$ cat src/hdl/rpsab_pkg.sv
// Shared types and constants for the RGB pixel store with alpha blend.
`default_nettype none
package rpsab_pkg;

  // commands
  localparam logic [1:0] CMD_WRITE = 2'd0;
  localparam logic [1:0] CMD_READ  = 2'd1;
  localparam logic [1:0] CMD_LINE  = 2'd2;

  // result status codes
  localparam logic [1:0] ST_DONE    = 2'd0;
  localparam logic [1:0] ST_OUTSIDE = 2'd1;
  localparam logic [1:0] ST_POINT   = 2'd2;
  localparam logic [1:0] ST_DIAG    = 2'd3;

  // configuration register indexes
  localparam logic [1:0] REG_WIDTH  = 2'd0;
  localparam logic [1:0] REG_HEIGHT = 2'd1;
  localparam logic [1:0] REG_ALPHA  = 2'd2;

  // line shapes
  localparam logic [1:0] LINE_HORIZ = 2'd0;
  localparam logic [1:0] LINE_VERT  = 2'd1;
  localparam logic [1:0] LINE_DIAG  = 2'd2;

  localparam int CW      = 14;  // internal coordinate width, two's complement
  localparam int IN_CW   = 11;  // coordinate width on the ports
  localparam int SIZE_W  = 10;  // width of the size registers

  typedef logic [23:0] rgb_t;

  typedef struct packed {
    logic load;
    logic clr_step;
    logic rd;
    logic wr_pix;
    logic mul;
    logic wr_blend;
    logic line_init;
    logic line_step;
    logic finish;
  } dp_cmd_t;

  typedef struct packed {
    logic       clr_last;
    logic [1:0] cmd;
    logic       in_image;
    logic       blend;
    logic       skip;
    logic [1:0] line_kind;
    logic       line_last;
    logic       out_free;
  } dp_stat_t;

endpackage
`default_nettype wire

$ cat src/hdl/rpsab_ctrl.sv
// Controller state machine: sequences clearing, writes, reads and line draws.
`default_nettype none
module rpsab_ctrl
  import rpsab_pkg::*;
(
  input  wire logic     clk,
  input  wire logic     rst,
  input  wire logic     in_valid,
  output logic          in_stall,
  input  wire dp_stat_t stat,
  output dp_cmd_t       cmd
);

  localparam logic [2:0] S_CLEAR  = 3'd0;
  localparam logic [2:0] S_IDLE   = 3'd1;
  localparam logic [2:0] S_DECODE = 3'd2;
  localparam logic [2:0] S_MUL    = 3'd3;
  localparam logic [2:0] S_BLEND  = 3'd4;
  localparam logic [2:0] S_LINE   = 3'd5;
  localparam logic [2:0] S_DONE   = 3'd6;

  logic [2:0] state;
  logic [2:0] state_next;

  assign in_stall = (state != S_IDLE);

  always_comb begin
    cmd        = '0;
    state_next = state;
    case (state)
      S_CLEAR: begin
        cmd.clr_step = 1'b1;
        if (stat.clr_last) state_next = S_IDLE;
      end
      S_IDLE: begin
        if (in_valid) begin
          cmd.load   = 1'b1;
          state_next = S_DECODE;
        end
      end
      S_DECODE: begin
        case (stat.cmd)
          CMD_WRITE: begin
            if (!stat.in_image || stat.skip) begin
              state_next = S_DONE;
            end else if (stat.blend) begin
              cmd.rd     = 1'b1;
              state_next = S_MUL;
            end else begin
              cmd.wr_pix = 1'b1;
              state_next = S_DONE;
            end
          end
          CMD_READ: begin
            cmd.rd     = 1'b1;
            state_next = S_DONE;
          end
          CMD_LINE: begin
            if (stat.line_kind == LINE_DIAG) begin
              state_next = S_DONE;
            end else begin
              cmd.line_init = 1'b1;
              state_next    = S_LINE;
            end
          end
          default: state_next = S_DONE;
        endcase
      end
      S_MUL: begin
        cmd.mul    = 1'b1;
        state_next = S_BLEND;
      end
      S_BLEND: begin
        cmd.wr_blend = 1'b1;
        state_next   = S_DONE;
      end
      S_LINE: begin
        cmd.line_step = 1'b1;
        if (stat.line_last) state_next = S_DONE;
      end
      S_DONE: begin
        if (stat.out_free) begin
          cmd.finish = 1'b1;
          state_next = S_IDLE;
        end
      end
      default: state_next = S_IDLE;
    endcase
  end

  always_ff @(posedge clk) begin
    if (rst) begin
      state <= S_CLEAR;
    end else begin
      state <= state_next;
    end
  end

endmodule
`default_nettype wire

$ cat config.mk
export PLATFORM = sky130hd
export DESIGN_NAME = rpsab_ctrl
export DESIGN_NICKNAME = d
export VERILOG_FILES = /design/src/hdl/rpsab_pkg.sv /design/src/hdl/rpsab_ctrl.sv
export SDC_FILE = /design/constraint.sdc
export NUM_CORES = 1
export LEC_CHECK = 0
export ABC_AREA = 1
export ABC_CLOCK_PERIOD_IN_PS = 1600
export BUFFER_PORTS_ARGS = -buffer_cell sky130_fd_sc_hd__buf_2
export CAP_MARGIN = 15
export CORE_AREA = 2 2 39 41
export CTS_BUF_LIST = sky130_fd_sc_hd__clkbuf_4 sky130_fd_sc_hd__clkbuf_8
export CTS_CLUSTER_SIZE = 25
export DETAILED_ROUTE_END_ITERATION = 7
export DIE_AREA = 0 0 41 43
export MAX_ROUTING_LAYER = met4
export PLACE_DENSITY = 0.61
export SLEW_MARGIN = 10
export SYNTH_ARGS = -nofsm -noshare
export SYNTH_HDL_FRONTEND = slang
export SYNTH_SLANG_ARGS = --single-unit
export TNS_END_PERCENT = 5
$ cat constraint.sdc
create_clock -name clk -period 1.6 [get_ports clk]
set_clock_uncertainty 0.15 [all_clocks]
set_input_delay 0.08 -clock clk [delete_from_list [all_inputs] [get_ports clk]]
set_output_delay 0.08 -clock clk [all_outputs]
set_load 0.05 [all_outputs]
=== Yosys cells after proc, flatten, opt, wreduce, memory -nomap -nowiden ===
Index checks and enable logic that the tools add are counted.

* Flip-flop bits (word level): 3
* Logic and storage cells: 46

* Equal/unequal tests: 14
* Muxes and demuxes: 26
* Reductions and logical operators: 5

{| class="wikitable"
|+ Operators by type and width
! operator !! count
|-
| 3-bit case mux with 7 select lines || 1
|-
| 3-bit two-way mux || 6
|-
| 1-bit two-way mux || 14
|-
| 3-bit equality test (second input constant) || 3
|-
| 2-bit != test (second input constant) || 4
|-
| 3-bit by 2-bit equality test with 1-bit output (second input constant) || 2
|-
| 2-bit two-way mux || 3
|-
| 3-bit case mux with 2 select lines || 1
|-
| 2-bit equality test (second input constant) || 2
|-
| 4-bit AND reduction || 1
|-
| 3-bit by 1-bit equality test with 1-bit output (second input constant) || 1
|-
| 3-bit logical NOT || 1
|-
| 3-bit by 1-bit != test with 1-bit output (second input constant) || 1
|-
| 2-bit by 1-bit equality test with 1-bit output (second input constant) || 1
|-
| 2-bit logical NOT || 1
|-
| 1-bit case mux with 2 select lines || 1
|-
| 1-bit logical NOT || 1
|-
| 1-bit logical OR || 1
|}

=== Logic depth before layout (Yosys ltp) ===
* Depth after elaboration: 5
* Mapped depth: 9

=== Worst setup path before layout ===
OpenSTA, ideal clock, no wires.

* Path type: reg2out
* From: register state[1]
* To: output cmd[5] (netlist bit)
* Arrival time: 1.794 ns
* Data required time: 1.370 ns
* Path slack: -0.424 ns
* Stages on the path, launching flop included: 5
* Buffers on the path: 0
* Cell sequence: dfxtp_1 inv_2 nor3_4 inv_1 nor3_1

{| class="wikitable"
|+ RTL lines
! what !! RTL line !! text
|-
| from (decl) || rpsab_ctrl.sv:22 || <nowiki>logic [2:0] state;</nowiki>
|-
| from (signal assigned) || rpsab_ctrl.sv:95 || <nowiki>state <= state_next;</nowiki>
|-
| to (decl) || rpsab_ctrl.sv:11 || <nowiki>output dp_cmd_t cmd</nowiki>
|}

==> qor.yml <==
power_density_nw_per_um2: 1680
grt_max_degree: 11
clockBufferDepth: 2
p_sw_frac: 0.586
antenna_left: 0
combinationalPowerShare: 0.639
finalHoldViolations: 0
top_regs: "state: 3 flops"
grt_antenna_before_repair: 0
slowest_delay_ps: 370
yosys_warnings: 0
yosysTopAreaCell: "nand2_1"
setup_tns_ps: 0
crit_path_end_kind: "output pin"
setup_violations: 0
synth_fp_nets: 90
globalplace.congestion: 0.756
die_h_um: 43
vias: 515
grt_pass1_wl_um: 1370
port_buffers: 22
netlist_area_um2: 404
p_sw_uw: 560
period_share: 0.949
die_w_um: 41
slew_headroom: 0.730
path_class: "reg2out"
yosys-top-cells-area: "nand2_1 18%, nor2_1 17%, dfxtp_1 15%"
grt_pass1_vias: 390
async_reset_ff_frac: 0
core_um2: 1380
post-cts-setup-buffer-count: 0
drv_cap: 0
fmax_mhz: 658
insertedDiodeCount: 0
synth_edf_count: 0
yosys-top-cells-count: "19 x nand2_1, 18 x nor2_1, 15 x inv_1"
ios: 23
dr.pass1.iters: 4
num_rows: 14
cts.sinks: 3
synth_top_area_frac: 0.176
slowest_stage: "dfxtp_2"
synth_most_common_cell: "nand2_1"
startpoint_type: "register"
finalInstanceArea_um2: 568
largest_reg_flops: 3
yosysUniqueCellTypes: 15
ys_seq_area_frac: 0.149
p_leak_nw: 0.344
gr-total-overflow: 0
cts_tree: "built"
final_nets: 116
avgSynthCellArea_um2: 5.25
ir_worst_vdd_v: 0.000532
cts_buffers: 3
via_per_inst: 4.36
drive_above_1_share: 0.373
p_seq_frac: 0.200
wl_um: 942
path_clk_slew_ps: 40
clkLatencyLatePin_ps: 240
arrival_ps: 1290
pwr-share-clk: 0.161
dpl_cell_area_um2: 517
synthCells: 77
areaGrowthSynthToFinish_pct: 40.6
tightestPinTransition_ps: 400
die_area_um2: 1760
status: "finished, final reports clean"
drc: 0
clockRootBuffer: "clkbuf_4"
avgRoutedWirePerCell_um: 7.98
start_util: 0.292
synthFlopType: "dfxtp_1"
fin_hold_ws_ps: 42.3
crit_path_max_fanout: 9
fin_crit_ps: 1520
fillers: 162
ys_ff_latch: 3
p_int_uw: 395
regMostFlops: "state"
h-tree-depth: 1
path_cells: "nor3_4 -> inv_2 -> nor2_1 -> buf_2"
worstPathRequired_ps: 1370
dp_hpwl_um: 758
grt_util_all_layers: 0.114
holdCritPathClass: "in2reg"
rsz0062_at_grt: "no"
drt_iter0_markers: 8
slew_violations: 0
logic make-up (layout without fill, tap and decap cells):
logic type,after synthesis,count (layout),synth area share
AND/OR/NAND/NOR,49,49,0.554
flip-flops,3,3,0.149
AO/OA/AOI/OAI,6,6,0.0836
buffers and inverters,19,44,0.214
area by class of cell:
| cell class | instances | area [um2] | area share |
|---|---|---|---|
| inverter | 17 | 63.8 | 0.112 |
| clock buffer | 4 | 30.0 | 0.0529 |
| sequential | 3 | 66.3 | 0.117 |
| multi-input combinational | 55 | 263 | 0.463 |
| timing repair buffer | 23 | 125 | 0.220 |
| tap | 16 | 20.0 | 0.0352 |
cells in the final DEF, fill, tap and decap left out:
master	count
nand4_1	2
nor2_1	18
o21ai_0	2
nor3_1	1
inv_2	3
dfxtp_2	2
nand3_1	4
dlygate4sd3_1	1
buf_4	2
clkbuf_4	4
dfxtp_4	1
nand2_1	19
a21oi_1	3
nand3_2	2
inv_1	14
buf_2	20
a21oi_2	1
nor2_2	1
nor3_4	1
nor3_2	1
path summary, 6_finish.rpt:
kind	startpoint	to	slack, ps	cells after the start
hold reg to reg	state[2]$_SDFFE_PP0P_	state[2]$_SDFFE_PP0P_	400	2
setup reg to reg	state[2]$_SDFFE_PP0P_	state[0]$_SDFFE_PP0P_	300	7
hold / removal	stat[0]	state[1]$_SDFFE_PP0P_	40	4
setup / recovery	state[2]$_SDFFE_PP0P_	cmd[2]	80	4
what timing repair did:
action,in CTS,in global routing
endpoints found under the hold margin,3,0
hold buffers,1,0
resized for setup,5,2
setup endpoints to repair,3,3
power groups by stage:
stage               registers, mW  clock network [mW]  logic (mW)
finish                      0.191               0.154       0.610
detailed placement          0.182                   0       0.605
global route                0.199               0.165       0.676
floorplan                   0.126                   0       0.573
CTS                         0.189               0.157       0.611
global placement            0.180                   0       0.608
critical path: cells and delay by family (launching register included):
kind | cells | cell delay, ps
AND/OR/NAND/NOR | 2 | 320
buffers and inverters | 2 | 350
flip-flops | 1 | 370
per-layer routing:
| metal | vias up | GRT usage | part of all wire |
|---|---|---|---|
| li1 | 284 | - | - |
| met1 | 205 | 0.132 | 0.44 |
| met2 | 23 | 0.181 | 0.46 |
| met3 | 3 | 0.0157 | 0.077 |
| met4 | 0 | 0.0600 | 0.019 |
| met5 | - | - | 0 |
metrics by stage:
step	power [mW]	setup WS, ps	std cells	utilization
3_5_place_dp	0.788	108	113	0.373
6_report	0.955	80.9	118	0.410
4_1_cts	0.957	0.132	118	0.409
5_1_grt	1.04	0.381	118	0.410
3_3_place_gp	0.789	152	113	0.373
2_1_floorplan	0.698	-173	77	-
(Power assumes the default switching activity.)
